--- src/hw/rtl/iso2j_pkg.sv ---
package iso2j_pkg;

  typedef enum logic [2:0] {
    SET_ASCII   = 3'd0,
    SET_LATIN   = 3'd1,
    SET_KANA    = 3'd2,
    SET_X0208A  = 3'd3,
    SET_X0208B  = 3'd4,
    SET_X0212   = 3'd5,
    SET_UNKNOWN = 3'd6
  } char_set_t;

  typedef enum logic [2:0] {
    KIND_ASCII = 3'd0,
    KIND_X0201 = 3'd1,
    KIND_X0208 = 3'd2,
    KIND_X0212 = 3'd3,
    KIND_REPL  = 3'd4
  } char_kind_t;

  localparam logic [7:0] BYTE_ESC    = 8'h1b;
  localparam logic [7:0] BYTE_SO     = 8'h0e;
  localparam logic [7:0] BYTE_SI     = 8'h0f;
  localparam logic [7:0] BYTE_DOLLAR = 8'h24;  // '$'
  localparam logic [7:0] BYTE_LPAREN = 8'h28;  // '('
  localparam logic [7:0] BYTE_AT     = 8'h40;  // '@'
  localparam logic [7:0] BYTE_B      = 8'h42;  // 'B'
  localparam logic [7:0] BYTE_D      = 8'h44;  // 'D'
  localparam logic [7:0] BYTE_I      = 8'h49;  // 'I'
  localparam logic [7:0] BYTE_J      = 8'h4a;  // 'J'
  localparam logic [14:0] CODE_REPL  = 15'h003f;  // '?'

  typedef struct packed {
    logic [7:0] byte_in;
    logic       start_of_text;
  } in_item_t;

  typedef struct packed {
    logic [2:0]  char_kind;
    logic [14:0] char_code;
  } out_item_t;

  // escape intermediates: ( ) * + - . /
  function automatic logic is_intermediate(input logic [7:0] b);
    return b inside {8'h28, 8'h29, 8'h2a, 8'h2b, 8'h2d, 8'h2e, 8'h2f};
  endfunction

endpackage

--- src/hw/rtl/iso2022jp_escape_decoder_top.sv ---
// ISO-2022-JP byte decoder: one byte per transaction on the in_ channel, at most one decoded
// character per transaction on the out_ channel (escape, SO/SI and first bytes of two-byte
// codes produce none). Throughput is one byte per clock while out_ready holds; a byte passes
// from the input register through a single pass of decode logic into the result register.
// A stalled output holds back decoding of the next byte, so in_ready drops only when both
// registers are full. Asserting start_of_text with a byte returns the decoder to ASCII with no
// escape or pending byte before that byte is decoded.
module iso2022jp_escape_decoder_top (
  input  logic                clk,
  input  logic                rst_n,
  input  logic                in_valid,
  output logic                in_ready,
  input  iso2j_pkg::in_item_t  in_data,
  output logic                out_valid,
  input  logic                out_ready,
  output iso2j_pkg::out_item_t out_data
);
  import iso2j_pkg::*;

  logic      s1_valid_r;
  in_item_t  s1_data_r;
  logic      out_valid_r;
  out_item_t out_data_r;

  char_set_t cur_set_r, cur_set_nxt;
  char_set_t saved_set_r, saved_set_nxt;
  logic      esc_r, esc_nxt;
  logic [1:0] held_cnt_r, held_cnt_nxt;
  logic [7:0] held0_r, held0_nxt;
  logic [7:0] held1_r, held1_nxt;

  logic      advance;
  logic      res_valid;
  out_item_t res;

  char_set_t  cur;
  char_set_t  sav;
  logic       esc;
  logic [1:0] hc;
  logic [7:0] b;

  assign advance   = !out_valid_r || out_ready;
  assign in_ready  = !s1_valid_r || advance;
  assign out_valid = out_valid_r;
  assign out_data  = out_data_r;

  always_comb begin
    b   = s1_data_r.byte_in;
    cur = s1_data_r.start_of_text ? SET_ASCII : cur_set_r;
    sav = s1_data_r.start_of_text ? SET_ASCII : saved_set_r;
    esc = s1_data_r.start_of_text ? 1'b0 : esc_r;
    hc  = s1_data_r.start_of_text ? 2'd0 : held_cnt_r;

    cur_set_nxt   = cur;
    saved_set_nxt = sav;
    esc_nxt       = esc;
    held_cnt_nxt  = hc;
    held0_nxt     = held0_r;
    held1_nxt     = held1_r;
    res_valid     = 1'b0;
    res.char_kind = KIND_REPL;
    res.char_code = CODE_REPL;

    if (esc) begin
      cur_set_nxt  = SET_UNKNOWN;
      esc_nxt      = 1'b0;
      held_cnt_nxt = 2'd0;
      case (hc)
        2'd0: begin
          if (b == BYTE_DOLLAR || is_intermediate(b)) begin
            held0_nxt    = b;
            held_cnt_nxt = 2'd1;
            esc_nxt      = 1'b1;
          end
        end
        2'd1: begin
          if (held0_r == BYTE_DOLLAR) begin
            if (is_intermediate(b)) begin
              held1_nxt    = b;
              held_cnt_nxt = 2'd2;
              esc_nxt      = 1'b1;
            end else if (b == BYTE_AT) begin
              cur_set_nxt = SET_X0208A;
            end else if (b == BYTE_B) begin
              cur_set_nxt = SET_X0208B;
            end
          end else if (held0_r == BYTE_LPAREN) begin
            if (b == BYTE_B) cur_set_nxt = SET_ASCII;
            else if (b == BYTE_I) cur_set_nxt = SET_KANA;
            else if (b == BYTE_J) cur_set_nxt = SET_LATIN;
          end
        end
        2'd2: begin
          if (held1_r == BYTE_LPAREN && b == BYTE_D) cur_set_nxt = SET_X0212;
        end
        default: begin
        end
      endcase
    end else if (b == BYTE_ESC) begin
      held_cnt_nxt = 2'd0;
      esc_nxt      = 1'b1;
    end else if (b == BYTE_SO) begin
      saved_set_nxt = cur;
      cur_set_nxt   = SET_KANA;
      held_cnt_nxt  = 2'd0;
    end else if (b == BYTE_SI) begin
      cur_set_nxt  = (sav == SET_ASCII || sav == SET_LATIN) ? sav : SET_ASCII;
      held_cnt_nxt = 2'd0;
    end else if (hc != 2'd0) begin
      held_cnt_nxt = 2'd0;
      res_valid    = 1'b1;
      if (cur == SET_X0208A || cur == SET_X0208B) begin
        res.char_kind = KIND_X0208;
        res.char_code = {held0_r[6:0], 1'b0, b[6:0]};
      end else if (cur == SET_X0212) begin
        res.char_kind = KIND_X0212;
        res.char_code = {held0_r[6:0], 1'b0, b[6:0]};
      end
    end else if (cur == SET_X0208A || cur == SET_X0208B || cur == SET_X0212) begin
      held0_nxt    = b;
      held_cnt_nxt = 2'd1;
    end else begin
      res_valid = 1'b1;
      if (cur == SET_ASCII && !b[7]) begin
        res.char_kind = KIND_ASCII;
        res.char_code = {7'd0, b};
      end else if (cur == SET_ASCII || cur == SET_LATIN) begin
        res.char_kind = KIND_X0201;
        res.char_code = {7'd0, b};
      end else if (cur == SET_KANA) begin
        res.char_kind = KIND_X0201;
        res.char_code = {7'd0, 1'b1, b[6:0]};
      end
    end
  end

  always_ff @(posedge clk) begin
    if (!rst_n) begin
      s1_valid_r  <= 1'b0;
      out_valid_r <= 1'b0;
      cur_set_r   <= SET_ASCII;
      saved_set_r <= SET_ASCII;
      esc_r       <= 1'b0;
      held_cnt_r  <= 2'd0;
    end else begin
      if (in_ready) s1_valid_r <= in_valid;
      if (advance) out_valid_r <= s1_valid_r && res_valid;
      if (advance && s1_valid_r) begin
        cur_set_r   <= cur_set_nxt;
        saved_set_r <= saved_set_nxt;
        esc_r       <= esc_nxt;
        held_cnt_r  <= held_cnt_nxt;
      end
    end
  end

  always_ff @(posedge clk) begin
    if (in_ready && in_valid) s1_data_r <= in_data;
    if (advance && s1_valid_r) begin
      held0_r    <= held0_nxt;
      held1_r    <= held1_nxt;
      out_data_r <= res;
    end
  end

endmodule

--- config.mk ---
export PLATFORM = sky130hd
export DESIGN_NAME = iso2022jp_escape_decoder_top
export DESIGN_NICKNAME = d
export VERILOG_FILES = /design/src/hw/rtl/iso2j_pkg.sv /design/src/hw/rtl/iso2022jp_escape_decoder_top.sv
export SDC_FILE = /design/constraint.sdc
export NUM_CORES = 1
export LEC_CHECK = 0
export BUFFER_PORTS_ARGS = -buffer_cell sky130_fd_sc_hd__buf_2
export CAP_MARGIN = 20
export CORE_AREA = 2 2 70 72
export CTS_CLUSTER_DIAMETER = 50
export CTS_CLUSTER_SIZE = 12
export DETAILED_ROUTE_END_ITERATION = 8
export DIE_AREA = 0 0 72 74
export PLACE_DENSITY_LB_ADDON = 0.12
export SETUP_SLACK_MARGIN = 0.05
export SYNTH_ARGS = -nofsm -noshare
export SYNTH_HDL_FRONTEND = slang
export SYNTH_SLANG_ARGS = --single-unit
--- constraint.sdc ---
create_clock -name clk -period 3.2 [get_ports clk]
set_clock_uncertainty 0.2 [all_clocks]
set_input_delay 0.16 -clock clk [delete_from_list [all_inputs] [get_ports clk]]
set_output_delay 0.16 -clock clk [all_outputs]
set_load 0.01 [all_outputs]
# Word-level counts from Yosys, hierarchy flattened
# Index checks and enable logic that the tools add are counted.
# op_classes
eq_ne,33
muxes,59
reduce_logical,24
# op_table
cell,count
18-bit 2-to-1 mux,7
"8-bit by 6-bit == test with 1-bit output, second input constant",11
8-bit 2-to-1 mux,8
3-bit 2-to-1 mux,17
"8-bit by 7-bit == test with 1-bit output, second input constant",5
2-bit 2-to-1 mux,11
"8-bit by 4-bit == test with 1-bit output, second input constant",2
1-bit 2-to-1 mux,13
"8-bit by 5-bit == test with 1-bit output, second input constant",1
"2-bit inequality test, second input constant",4
8-bit AND reduction,1
1-bit logical OR,7
7-bit nonzero test,1
"3-bit by 1-bit == test with 1-bit output, second input constant",2
"3-bit by 2-bit == test with 1-bit output, second input constant",2
"3-bit == test, second input constant",2
3-bit zero test,2
3-bit case mux with 2 select lines,1
1-bit logical AND,5
5-bit AND reduction,1
"2-bit by 1-bit inequality test with 1-bit output, second input constant",2
2-bit case mux with 2 select lines,1
2-bit nonzero test,2
4-bit OR reduction,1
other kinds (5),7
# word_totals
ff_bits,54
wordCells,128

# Depth between registers and ports, before layout
# Gate-level depths: netlist of the first run.
# logic_depth
word_depth,11
ltp_mapped,10
mapped_depth_nobuf,9

# Worst setup path before layout of the first run
# No wires, ideal clock.
# synth_timing
path_type,register to register
start,reg s1_data_r[0] (netlist bit)
end,reg held0_r[0] (enable)
arrival_ns,1.918
t_required_ns,2.625
slack_ns,0.707
path_stages_with_launch,9
n_path_buf,2
period_less_slack_ns,2.493
path_cell_list,edfxtp_1 > buf_2 > inv_2 > nand2_1 > ha_1 > clkbuf_1 > nor2b_1 > nand4_1 > a21oi_1
# synth_via
elab_chain_len,6
elab_cells_between_ends,18
cone_classes,9 x eq/ne; 3 x mux; 6 x reduce/logical
# synth_lines
item,line,text
from (decl),iso2022jp_escape_decoder_top.sv:21,in_item_t s1_data_r;
from (signal assigned),iso2022jp_escape_decoder_top.sv:158,if (in_ready && in_valid) s1_data_r <= in_data;
3-bit 2-to-1 mux,iso2022jp_escape_decoder_top.sv:49,cur = s1_data_r.start_of_text ? SET_ASCII : cur_set_r;
3-bit by 2-bit == test with 1-bit output / 3-bit == test (equally long branches),iso2022jp_escape_decoder_top.sv:119,end else if (cur == SET_X0208A || cur == SET_X0208B || cur == SET_X0212) begin
1-bit logical OR (2 in a row),iso2022jp_escape_decoder_top.sv:119,
2-bit nonzero test (no source line),--,
8-bit AND reduction (no source line) *,--,
to (signal assigned),iso2022jp_escape_decoder_top.sv:160,held0_r <= held0_nxt;
to (decl),iso2022jp_escape_decoder_top.sv:29,"logic [7:0] held0_r, held0_nxt;"
# Every way passes the cells marked *; elsewhere a longest branch is shown, timed or not.
# A chain may end at the register's enable or synchronous reset.

# Final worst setup path of the first run
# layout_timing
start,reg s1_data_r[0] (netlist bit)
end,reg out_data_r (netlist bit out_data[1]) (data pin)
# layout_via
elab_chain_len,7
elab_cells_between_ends,22
cone_classes,5 x eq/ne; 10 x mux; 7 x reduce/logical
# layout_lines
item,line,text
3-bit 2-to-1 mux,iso2022jp_escape_decoder_top.sv:49,
"3-bit by 2-bit == test with 1-bit output, or another cell as far along",iso2022jp_escape_decoder_top.sv:130,end else if (cur == SET_KANA) begin
18-bit 2-to-1 mux / 1-bit logical OR (equally long branches),"iso2022jp_escape_decoder_top.sv:130, iso2022jp_escape_decoder_top.sv:127",
18-bit 2-to-1 mux,iso2022jp_escape_decoder_top.sv:127,end else if (cur == SET_ASCII || cur == SET_LATIN) begin
18-bit 2-to-1 mux,iso2022jp_escape_decoder_top.sv:124,if (cur == SET_ASCII && !b[7]) begin
18-bit 2-to-1 mux,iso2022jp_escape_decoder_top.sv:119,
18-bit 2-to-1 mux,iso2022jp_escape_decoder_top.sv:109,end else if (hc != 2'd0) begin
to (signal assigned),iso2022jp_escape_decoder_top.sv:162,out_data_r <= res;
to (decl),iso2022jp_escape_decoder_top.sv:23,out_item_t out_data_r;
# Several ways; a longest one is shown, not always the timed one.

==> results of run 1 <==
## cells in the mapped netlist, types with 2 or more instances
cell type / count
edfxtp_1: 43
nand2_1: 15
nor2_1: 14
dfxtp_1: 11
a21oi_1: 9
and2_1: 9
inv_1: 7
nand2b_1: 7
o21ai_0: 6
or3_1: 6
nand3_1: 5
nor2b_1: 5
nor4b_1: 5
a31oi_1: 4
and3_1: 4
buf_2: 4
nor3_1: 4
ha_1: 3
nand3b_1: 3
nand4_1: 3
o211ai_1: 3
a22oi_1: 2
a32oi_1: 2
clkbuf_1: 2
inv_2: 2
nand4b_1: 2
## sequential cells by signal (all words and copies together) (netlist names)
signal / count
cur_set_r: 3
s1_data_r: 1
held_cnt_r: 2
esc_r: 1
b: 8
held0_r: 8
s1_valid_r: 1
out_data: 18
out_valid: 1
held1_r: 8
saved_set_r: 3
## how the worst max path moves through the flow
stage,start,endpoint,depth (start not counted),slack [ns]
global route,s1_data_r[0]$_DFFE_PP_,out_data[6]$_SDFFCE_PP0P_,8,0.34
global placement,s1_data_r[0]$_DFFE_PP_,out_data[1]$_SDFFCE_PP1P_,7,0.69
finish,s1_data_r[0]$_DFFE_PP_,out_data[1]$_SDFFCE_PP1P_,7,0.52
detailed placement,s1_data_r[0]$_DFFE_PP_,out_data[1]$_SDFFCE_PP1P_,7,0.61
CTS,s1_data_r[0]$_DFFE_PP_,out_data[1]$_SDFFCE_PP1P_,7,0.56
floorplan,s1_data_r[0]$_DFFE_PP_,held0_r[0]$_DFFE_PP_,8,0.71
## worst max-delay path, cell delays in order, from the launching register on
cell	delay, ns
edfxtp_1	0.56
inv_2	0.16
nand2_1	0.11
ha_1	0.35
or3b_1	0.40
a21oi_1	0.16
a211oi_1	0.11
or3_1	0.37
## layout by cell type (no fill, tap or decap), drive strengths merged, types with 3 or more instances in the layout
master and instances:
edfxtp 43, buf 34, nand2 16, nor2 14, dlygate4sd3 13, dfxtp 11
and2 10, inv 10, a21oi 9, nand2b 7, o21ai 6, or3 6
nor4b 6, nor2b 5, nand3 5, clkbuf 5, nor3 5, and3 4
a31oi 4, nand3b 3, nand4 3, o211ai 3, ha 3
## power groups by stage
stage / logic [mW] / clock network, mW / registers [mW]
after floorplan: 0.0649 / 0 / 0.819
after global placement: 0.0939 / 0 / 0.825
after detailed placement: 0.0958 / 0 / 0.826
after CTS: 0.108 / 0.372 / 0.810
after global routing: 0.120 / 0.388 / 0.813
final: 0.109 / 0.360 / 0.810
## cell type report
| class | count | area, µm² |
|---|---|---|
| flip-flops and latches | 54 | 1510 |
| clock buffers | 5 | 68.8 |
| fillers | 362 | 1690 |
| clock inverters | 2 | 13.8 |
| multi-input cells | 140 | 908 |
| inverters | 9 | 33.8 |
| repair buffers | 47 | 305 |
| well taps | 54 | 67.6 |
## per-layer routing
layer	vias up	share of wire	global-route usage
li1	881	-	-
met1	837	0.42	0.242
met2	85	0.49	0.348
met3	12	0.066	0.0420
met4	0	0.022	0.0797
met5	-	0	0
## metrics by stage
| stage | hold slack (ns) | util |
|---|---|---|
| 2_1_floorplan | 0.0589 | - |
| 3_3_place_gp | 0.136 | 0.586 |
| 3_5_place_dp | 0.139 | 0.586 |
| 4_1_cts | 0.305 | 0.633 |
| 5_1_grt | 0.329 | 0.633 |
| 6_report | 0.302 | 0.633 |
## cells by family (layout without fill, tap and decap cells)
kind of cell / after synthesis / in the layout / synth area share
compound gates: 38 / 38 / 0.104
xor+xnor: 2 / 2 / 0.00703
fa+ha+maj: 3 / 3 / 0.0151
buf+inv: 16 / 63 / 0.0291
flops: 54 / 54 / 0.606
mux: 1 / 1 / 0.00402
simple gates: 96 / 96 / 0.234
==> summary.txt, run 1 <==
Outcome
  • Status: finished, final reports clean

Power and ir drop
  • Sequential share of power: 0.634
  • Pwr dens: 440 nW/µm²
  • Leak: 1.07 nW
  • Peak supply drop: 0.283 mV
  • Switching share of power: 0.230
  • Psw: 294 µW
  • Overall power: 1.28 mW
  • Combinational share of power: 0.085
  • Clock power share: 0.281
  • Int Power: 985 µW

Place
  • Placed Area: 2700 µm²
  • DP Cell Count: 291
  • DP Wirelength: 3430 µm
  • Setup WS pre-CTS: 0.608 ns
  • Routability cong.: 0.888
  • PortBufs: 32

Synthesis
  • Async set or reset register ratio after synthesis: 0
  • Post-Syn Area: 2490 µm²
  • Yosys reg bits: 54
  • Number of synthesized flops with an enable pin: 43
  • Post-synthesis cell type count: 56
  • Main synth FF type: edfxtp_1
  • Synth Instances: 210
  • Area share of the largest cell type after synthesis: 0.518
  • Post-synthesis average cell area: 11.9 µm²
  • Post-synthesis sequential area ratio: 0.606
  • Synthesis Warnings: 0
  • Area leader, netlist: edfxtp_1
  • Synth area leaders: edfxtp_1, dfxtp_1, and2_1, nand2_1, nor2_1
  • Synthesized net count: 226

Global route
  • First-pass GRT wire length: 7890 µm
  • Largest net degree at the start of global routing: 26
  • Initial antenna violation count: 0
  • Total grt overflow: 0
  • Number of global-route vias before repair: 1721
  • Global-route usage over all layers: 0.198

Critical path
  • Critical Path RT: 3.04 ns
  • CP max FO: 12
  • R2R setup slack: 0.52 ns
  • Crit path kind: reg -> reg
  • Arr. time, crit path: 2.53 ns
  • CP endpoint kind: flip-flop
  • Cell depth of the worst flop-to-flop path: 7
  • Crit start category: flip-flop
  • RR Endpoint: out_data[1]$_SDFFCE_PP1P_
  • FF-to-FF Start: s1_data_r[0]$_DFFE_PP_

Die
  • Initial core utilization: 0.542
  • Num rows: 25
  • Die W: 72 µm
  • Ports: 33
  • Full die area: 5330 µm²
  • DIE HEIGHT: 74 µm
  • Core area: 4600 µm²

Hold path
  • Hold-critical path depth: 2
  • Hold path start: saved_set_r[0]$_SDFFE_PN0P_
  • Worst min path class: reg -> reg
  • Worst Hold Endpoint: saved_set_r[0]$_SDFFE_PN0P_

STA
  • Unrepaired setup endpoints after global routing: false
  • Final worst slack: 0.517 ns
  • Relative slew slack: 0.622
  • Min Tclk post-route: 2.68 ns
  • Fmax: 373 MHz
  • Final Cycle Share: 0.839
  • Setup TNS: 0 ns
  • Max-slew violations: 0
  • Worst slew pin tran: 0.563 ns
  • Final setup violation count: 0
  • Final Hold Viols: 0

Final layout
  • Area growth syn-to-layout: 16.7%
  • Nets@finish: 273
  • Design area: 2910 µm²
  • Non-filler cells, final: 311
  • Antenna cells: 0
  • Fraction of layout instances using a drive strength above 1: 0.202

Detailed routing
  • WL/cell: 16.0 µm
  • Post-DR vias/cell: 5.84
  • DRT iter0 DRCs: 144
  • Overall routed net length: 4960 µm
  • Vias: 1815
  • TritonRoute pass-1 iters: 5
  • ANT nets after route: 0
  • Drt drc: 0

Job
  • Max Cap Viol: 0

Clock network
  • Clock slew at the register clock pins of the worst setup and hold paths: 0.09 ns
  • CTS tree: done
  • Sink Count: 54
  • Root buffer cell: clkbuf_8
  • Clock latency on the worst-skew pair: 0.31 ns
  • Maximum buffer depth of the clock tree: 2
  • TritonCTS Buffers: 5
  • Post-CTS Setup Repair Bufs: 0
  • Post-CTS Resized: 0
  • # H-tree levels: 2
  • Hold_buf cts: 13
No activity file was read; power rests on OpenSTA's default activity.
==> inputs of run 2 (changes only) <==
--- a/config.mk
+++ b/config.mk
@@ -5,13 +5,14 @@
 export SDC_FILE = /design/constraint.sdc
 export NUM_CORES = 1
 export LEC_CHECK = 0
+export ABC_AREA = 1
 export BUFFER_PORTS_ARGS = -buffer_cell sky130_fd_sc_hd__buf_2
 export CAP_MARGIN = 20
-export CORE_AREA = 2 2 70 72
+export CORE_AREA = 2 2 74 76
 export CTS_CLUSTER_DIAMETER = 50
 export CTS_CLUSTER_SIZE = 12
 export DETAILED_ROUTE_END_ITERATION = 8
-export DIE_AREA = 0 0 72 74
+export DIE_AREA = 0 0 76 78
 export PLACE_DENSITY_LB_ADDON = 0.12
 export SETUP_SLACK_MARGIN = 0.05
 export SYNTH_ARGS = -nofsm -noshare
==> constraint.sdc (replaced) <==
create_clock -name clk -period 2.3 [get_ports clk]
set_clock_uncertainty 0.2 [all_clocks]
set_input_delay 0.115 -clock clk [delete_from_list [all_inputs] [get_ports clk]]
set_output_delay 0.115 -clock clk [all_outputs]
set_load 0.01 [all_outputs]
==> run 2 against run 1 <==
Sequential share of layout area decreased by 1.6 points. Utilization shrank 3.8 points. Setup slack worse by 0.38 ns. Hold slack got worse by 0.013 ns. Non-clock buffer count grew 2. Clock power grew 47%. Die area increased by 11%. Combinational power rose by 79%. Sequential cell count did not move. Design area rose by 3.1%. Largest power group unchanged. Highest routed layer unchanged.
==> summary.txt, run 2 <==
Power and ir drop
  • Combinational share of power: 0.105 (+0.020)
  • Leak: 1.26 nW (+18%)
  • Int Power: 1.39 mW (+41%)
  • Clock power share: 0.285 (+0.004)
  • Overall power: 1.85 mW (+45%)
  • Switching share of power: 0.248 (+0.0186)
  • Sequential share of power: 0.609 (-0.025)
  • Psw: 460 µW (+56%)
  • Pwr dens: 617 nW/µm² (+40%)
  • Peak supply drop: 0.327 mV (+16%)

Job
  • Max Cap Viol: 0 (unchanged)

Clock network
  • Hold_buf cts: 13 (unchanged)
  • Root buffer cell: clkbuf_8
  • Clock latency on the worst-skew pair: 0.31 ns (about the same)
  • Clock slew at the register clock pins of the worst setup and hold paths: 0.10 ns (about the same)
  • Post-CTS Resized: 0 (unchanged)
  • CTS tree: done
  • Post-CTS Setup Repair Bufs: 0 (unchanged)
  • TritonCTS Buffers: 5 (unchanged)
  • Maximum buffer depth of the clock tree: 2 (unchanged)
  • Sink Count: 54 (unchanged)
  • # H-tree levels: 2 (unchanged)

Hold path
  • Hold path start: saved_set_r[1]$_SDFFE_PN0P_
  • Hold-critical path depth: 2 (unchanged)
  • Worst min path class: reg -> reg
  • Worst Hold Endpoint: saved_set_r[1]$_SDFFE_PN0P_

Place
  • DP Wirelength: 3540 µm (+3.0%)
  • Placed Area: 2780 µm² (+3.1%)
  • Routability cong.: 0.935 (+5.3%)
  • PortBufs: 32 (unchanged)
  • Setup WS pre-CTS: 0.189 ns (-0.420 ns)

Critical path
  • CP endpoint kind: flip-flop
  • FF-to-FF Start: s1_data_r[0]$_DFFE_PP_
  • Crit start category: flip-flop
  • Crit path cell chain: nor2_1 > inv_1 > ha_1 > inv_1 > nor2_1 > nand3_1 > a21oi_1 > buf_4
  • Critical Path RT: 2.13 ns (-0.91 ns)
  • R2R setup slack: 0.14 ns (-0.38 ns)
  • CP delay by family, top: flip-flops
  • Arr. time, crit path: 1.99 ns (-0.54 ns)
  • RR Endpoint: held0_r[6]$_DFFE_PP_
  • Critical path buffers and inverters: 3 (+2)
  • Cell depth of the worst flop-to-flop path: 8 (+1)
  • Slowest cell on the critical path: edfxtp_1
  • CP max FO: 8 (-4)
  • Crit path kind: reg -> reg
  • Worst path max stage delay: 0.52 ns (-0.04 ns)

Synthesis
  • Synth Instances: 267 (+27%)
  • Async set or reset register ratio after synthesis: 0 (unchanged)
  • Post-synthesis sequential area ratio: 0.603 (-0.00363)
  • Post-Syn Area: 2510 µm² (+0.60%)
  • Area leader, netlist: edfxtp_1
  • Post-synthesis cell type count: 24 (-57%)
  • Synthesized net count: 283 (+25%)
  • Synthesis Warnings: 0 (unchanged)
  • Post-synthesis average cell area: 9.39 µm² (-21%)
  • Area share of the largest cell type after synthesis: 0.515 (-0.00310)
  • Post-synth top cells: nand2_1, edfxtp_1, inv_1
  • Yosys reg bits: 54 (unchanged)
  • Number of synthesized flops with an enable pin: 43 (unchanged)
  • Main synth FF type: edfxtp_1
  • Synth area leaders: edfxtp_1, dfxtp_1, nand2_1, inv_1, nor2_1
  • Dominant cell by count in the synthesized netlist: nand2_1

Die
  • Core area: 5040 µm² (+9.7%)
  • Num rows: 26 (+4.0%)
  • Full die area: 5930 µm² (+11%)
  • Die W: 76 µm (+5.6%)
  • DIE HEIGHT: 78 µm (+5.4%)
  • Ports: 33 (unchanged)
  • Initial core utilization: 0.497 (-0.0448)

Final layout
  • Nets@finish: 338 (+24%)
  • Antenna cells: 0 (unchanged)
  • Most frequent cells in the layout: nand2_1, edfxtp_1, inv_1
  • Largest register FFs: 18 (unchanged)
  • Area growth syn-to-layout: 19.6%
  • Fraction of layout instances using a drive strength above 1: 0.192 (-0.0104)
  • Design area: 3000 µm² (+3.1%)
  • Most common cell after layout, fill and taps aside: nand2_1

Global route
  • Initial antenna violation count: 0 (unchanged)
  • Total grt overflow: 0 (unchanged)
  • Number of global-route vias before repair: 1597 (-7.2%)
  • Largest net degree at the start of global routing: 19 (-27%)
  • First-pass GRT wire length: 7470 µm (-5.4%)
  • Global-route usage over all layers: 0.163 (-0.0356)

STA
  • Max-slew violations: 0 (unchanged)
  • Min Tclk post-route: 2.16 ns (-0.523 ns)
  • Final Cycle Share: 0.939 (+0.101)
  • Final setup violation count: 0 (unchanged)
  • Fmax: 463 MHz (+24%)
  • Final worst slack: 0.139 ns (-0.377 ns)
  • Worst slew pin tran: 0.415 ns (-0.149 ns)
  • Relative slew slack: 0.723 (+0.101)
  • Unrepaired setup endpoints after global routing: false
  • Final Hold Viols: 0 (unchanged)
  • Setup TNS: 0 ns (unchanged)

Detailed routing
  • TritonRoute pass-1 iters: 4 (-1)
  • Vias: 1920 (+5.8%)
  • Overall routed net length: 4730 µm (-4.7%)
  • Post-DR vias/cell: 4.89 (-16%)
  • DRT iter0 DRCs: 137 (-4.9%)
  • WL/cell: 12.0 µm (-25%)
  • Drt drc: 0 (unchanged)
  • ANT nets after route: 0 (unchanged)

Outcome
  • Status: finished, final reports clean
[run 2: cell count changes after synthesis, moves of 6 or more]
cell      previous run  this run
and2_1               9         0
nand3_1              5        21
or3_1                6         0
inv_1                7        40
nand2_1             15        50
nand2b_1             7         0
nor2_1              14        37
[run 2: logic make-up after synthesis]
group | share of synthesized area
buf+inv | 0.0709
fa+ha+maj | 0.0150
flops | 0.603
simple gates | 0.251
compound gates | 0.0609
[run 2: power by group through the flow]
stage	sequential, mW	combinational, mW	clock [mW]
2_1_floorplan	1.15	0.110	0
3_3_place_gp	1.15	0.178	0
3_5_place_dp	1.15	0.178	0
4_1_cts	1.13	0.195	0.535
5_1_grt	1.13	0.218	0.575
6_report	1.13	0.195	0.528
[run 2: metal layers]
| metal | global-route usage | routed length, µm | part of all wire |
|---|---|---|---|
| met1 | 0.221 | 2200 | 0.47 |
| met2 | 0.262 | 2160 | 0.46 |
| met3 | 0.0326 | 274 | 0.058 |
| met4 | 0.0600 | 93 | 0.020 |
| met5 | 0 | 0 | 0 |
[run 2: worst max-delay path by stage]
stage                           start                         to  depth (start not counted)
2_1_floorplan  s1_data_r[0]$_DFFE_PP_       held0_r[0]$_DFFE_PP_                          7
6_report       s1_data_r[0]$_DFFE_PP_       held0_r[6]$_DFFE_PP_                          8
4_1_cts        s1_data_r[0]$_DFFE_PP_       held0_r[4]$_DFFE_PP_                          8
5_1_grt        s1_data_r[0]$_DFFE_PP_  out_data[0]$_SDFFCE_PP1P_                          9
3_3_place_gp   s1_data_r[0]$_DFFE_PP_       held0_r[6]$_DFFE_PP_                          8
3_5_place_dp   s1_data_r[0]$_DFFE_PP_       held0_r[6]$_DFFE_PP_                          8
[run 2: worst register-to-register path: stages, from the launching register on]
cell and delay [ns]:
edfxtp_1 0.52, nor2_1 0.12, inv_1 0.11, ha_1 0.22
inv_1 0.14, nor2_1 0.16, nand3_1 0.09, a21oi_1 0.13
buf_4 0.18
[run 2: final cells by class]
cell class | instances | area (µm²)
multi-input cells | 166 | 818
well taps | 70 | 87.6
fillers | 437 | 2040
clock inverters | 3 | 20.0
clock buffers | 5 | 68.8
flip-flops and latches | 54 | 1510
repair buffers | 49 | 320
inverters | 46 | 173
[run 2: through the flow]
| step | utilization | std cells | hold WS [ns] |
|---|---|---|---|
| floorplan | - | 267 | 0.0139 |
| global placement | 0.551 | 372 | 0.0915 |
| detailed placement | 0.551 | 372 | 0.0931 |
| CTS | 0.595 | 393 | 0.291 |
| global route | 0.595 | 393 | 0.306 |
| finish | 0.595 | 393 | 0.289 |
==> inputs of run 3 (changes only) <==
--- a/config.mk
+++ b/config.mk
@@ -8,11 +8,12 @@
 export ABC_AREA = 1
 export BUFFER_PORTS_ARGS = -buffer_cell sky130_fd_sc_hd__buf_2
 export CAP_MARGIN = 20
-export CORE_AREA = 2 2 74 76
-export CTS_CLUSTER_DIAMETER = 50
+export CORE_AREA = 8 8 80 82
+export CTS_CLUSTER_DIAMETER = 30
 export CTS_CLUSTER_SIZE = 12
 export DETAILED_ROUTE_END_ITERATION = 8
-export DIE_AREA = 0 0 76 78
+export DIE_AREA = 0 0 88 90
+export MAX_ROUTING_LAYER = met4
 export PLACE_DENSITY_LB_ADDON = 0.12
 export SETUP_SLACK_MARGIN = 0.05
 export SYNTH_ARGS = -nofsm -noshare
==> run 3 against run 2 <==
Routed wire length is 10% higher. Sequential cell count stayed put. Clock power is 4.0% lower. Hold slack hardly changed. Fmax is 0.21% lower. Setup slack worse by 0.0046 ns. Cell count is 1.0% higher. Utilization is 1.8 points lower. First-iteration DRC count is 36% higher. Global-route usage is 2.2 points lower. Largest power group unchanged.
==> summary.txt, run 3 (synthesized netlist as in run 2, its figures left out) <==
Power and ir drop
  • Switching share of power: 0.242 (-0.00664)
  • Psw: 445 µW (-3.3%)
  • Overall power: 1.84 mW (-0.66%)
  • Int Power: 1.39 mW (+0.22%)
  • Leak: 1.27 nW (+0.72%)
  • Sequential share of power: 0.614 (+0.005)
  • Clock power share: 0.276 (-0.009)
  • Pwr dens: 609 nW/µm² (-1.3%)
  • Peak supply drop: 0.324 mV (-1.1%)
  • Combinational share of power: 0.110 (+0.005)

Place
  • Routability cong.: 0.927 (-0.93%)
  • DP Wirelength: 3920 µm (+11%)
  • PortBufs: 32 (unchanged)
  • Placed Area: 2780 µm² (about the same)

Final layout
  • Multi-input gate area: 823 µm² (+0.61%)
  • Storage cell area: 1510 µm² (unchanged)
  • Largest register FFs: 18 (unchanged)
  • Most frequent cells in the layout: nand2_1, edfxtp_1, inv_1
  • Antenna cells: 0 (unchanged)
  • Nets@finish: 340 (+0.59%)
  • Fillers: 477 (+9.2%)
  • Fraction of layout instances using a drive strength above 1: 0.206 (+0.0142)
  • Most common cell after layout, fill and taps aside: nand2_1
  • Area growth syn-to-layout: 20.4%
  • Design area: 3020 µm² (+0.67%)

Critical path
  • Cell depth of the worst flop-to-flop path: 8 (unchanged)
  • CP max FO: 8 (unchanged)
  • Setup crit start: s1_data_r[0]$_DFFE_PP_
  • CP endpoint kind: flip-flop
  • Critical path endpoint: held0_r[2]$_DFFE_PP_
  • Crit start category: flip-flop
  • RR Endpoint: held0_r[2]$_DFFE_PP_
  • R2R setup slack: 0.13 ns (about the same)
  • FF-to-FF Start: s1_data_r[0]$_DFFE_PP_
  • Arr. time, crit path: 1.99 ns (about the same)
  • Crit path kind: reg -> reg
  • Critical Path RT: 2.12 ns (about the same)

Detailed routing
  • Vias: 1999 (+4.1%)
  • TritonRoute pass-1 iters: 4 (unchanged)
  • Drt drc: 0 (unchanged)
  • WL/cell: 13.2 µm (+9.3%)
  • Post-DR vias/cell: 5.04 (+3.1%)
  • DRT iter0 DRCs: 186 (+36%)
  • Overall routed net length: 5220 µm (+10%)
  • ANT nets after route: 0 (unchanged)

STA
  • Min Tclk post-route: 2.17 ns (+0.00456 ns)
  • Unrepaired setup endpoints after global routing: false
  • Final Hold Viols: 0 (unchanged)
  • Final setup violation count: 0 (unchanged)
  • Fmax: 462 MHz (-0.21%)
  • Relative slew slack: 0.723 (about the same)
  • Setup TNS: 0 ns (unchanged)
  • Final Cycle Share: 0.941 (+0.00198)
  • Max-slew violations: 0 (unchanged)
  • Worst slew pin tran: 0.414 ns (-0.000617 ns)

Global route
  • Total grt overflow: 0 (unchanged)
  • First-pass GRT wire length: 8570 µm (+15%)
  • Largest net degree at the start of global routing: 34 (+15)
  • Initial antenna violation count: 0 (unchanged)
  • Global-route usage over all layers: 0.141 (-0.0216)
  • Number of global-route vias before repair: 1815 (+14%)

Clock network
  • CTS tree: done
  • Sink Count: 54 (unchanged)
  • Clock slew at the register clock pins of the worst setup and hold paths: 0.09 ns (about the same)
  • Root buffer cell: clkbuf_8
  • Clock latency on the worst-skew pair: 0.30 ns (about the same)
  • TritonCTS Buffers: 5 (unchanged)
  • # H-tree levels: 2 (unchanged)
  • Maximum buffer depth of the clock tree: 2 (unchanged)

Die
  • Num rows: 27 (+3.8%)
  • Initial core utilization: 0.479 (-0.0184)
  • Die W: 88 µm (+16%)
  • Ports: 33 (unchanged)
  • Full die area: 7920 µm² (+34%)
  • Core area: 5240 µm² (+3.8%)
  • DIE HEIGHT: 90 µm (+15%)

Job
  • Max Cap Viol: 0 (unchanged)

Outcome
  • Status: finished, final reports clean

Hold path
  • Worst min path class: reg -> reg
==> run 3: cell count changes in the layout (fill, tap and decap cells not counted), sizes merged <==
cell | before | now
inv | 47 | 46
clkbuf | 5 | 6
clkinvlp | 1 | 0
clkinv | 1 | 2
buf | 36 | 38
==> run 3: power by group through the flow <==
stage,combinational (mW),clock (mW),sequential (mW)
after global routing,0.227,0.547,1.13
after CTS,0.198,0.519,1.13
after global placement,0.181,0,1.15
final,0.203,0.507,1.13
after floorplan,0.110,0,1.15
after detailed placement,0.181,0,1.15
==> run 3: worst min path at each step <==
stage	start	end	depth (start not counted)
after floorplan	in_data[1]	b[0]$_DFFE_PP_	0
after global placement	in_data[8]	b[7]$_DFFE_PP_	1
after detailed placement	in_data[7]	b[6]$_DFFE_PP_	1
after CTS	saved_set_r[1]$_SDFFE_PN0P_	saved_set_r[1]$_SDFFE_PN0P_	2
after global routing	in_data[2]	b[1]$_DFFE_PP_	2
final	saved_set_r[1]$_SDFFE_PN0P_	saved_set_r[1]$_SDFFE_PN0P_	2
==> run 3: layout make-up <==
| type | count | area share |
|---|---|---|
| tap | 72 | 0.0298 |
| inverter | 46 | 0.0572 |
| sequential | 54 | 0.501 |
| multi-input combinational | 166 | 0.273 |
| clock inverter | 2 | 0.00456 |
| clock buffer | 6 | 0.0240 |
| timing repair buffer | 51 | 0.111 |
==> run 3: routing by layer <==
metal	vias up	global-route usage	wire length [µm]
li1	1008	-	-
met1	909	0.175	2400
met2	73	0.224	2420
met3	9	0.0255	325
met4	0	0.0473	78
met5	-	-	0
==> run 3: repair_timing <==
action | in CTS | in global routing
buffers inserted | 0 | 2
hold buffers | 13 | 0
endpoints found under the setup margin | 0 | 13
resized for setup | 0 | 3
hold endpoints to repair | 19 | 0
==> run 3: critical path, stage by stage (launching register included) <==
cell,delay (ns)
edfxtp_1,0.52
inv_2,0.13
nand2_2,0.10
o21ai_2,0.19
nand2_1,0.14
nor2_2,0.15
nand3_1,0.09
a21oi_1,0.18
buf_4,0.19
==> run 3: metrics by stage <==
stage	util	hold slack [ns]	setup WS, ns	std cells
global placement	0.531	0.0913	0.0911	374
global route	0.577	0.313	0.0411	397
detailed placement	0.531	0.0931	0.110	374
floorplan	-	0.0139	0.161	267
CTS	0.573	0.291	0.0920	395
finish	0.577	0.289	0.135	397
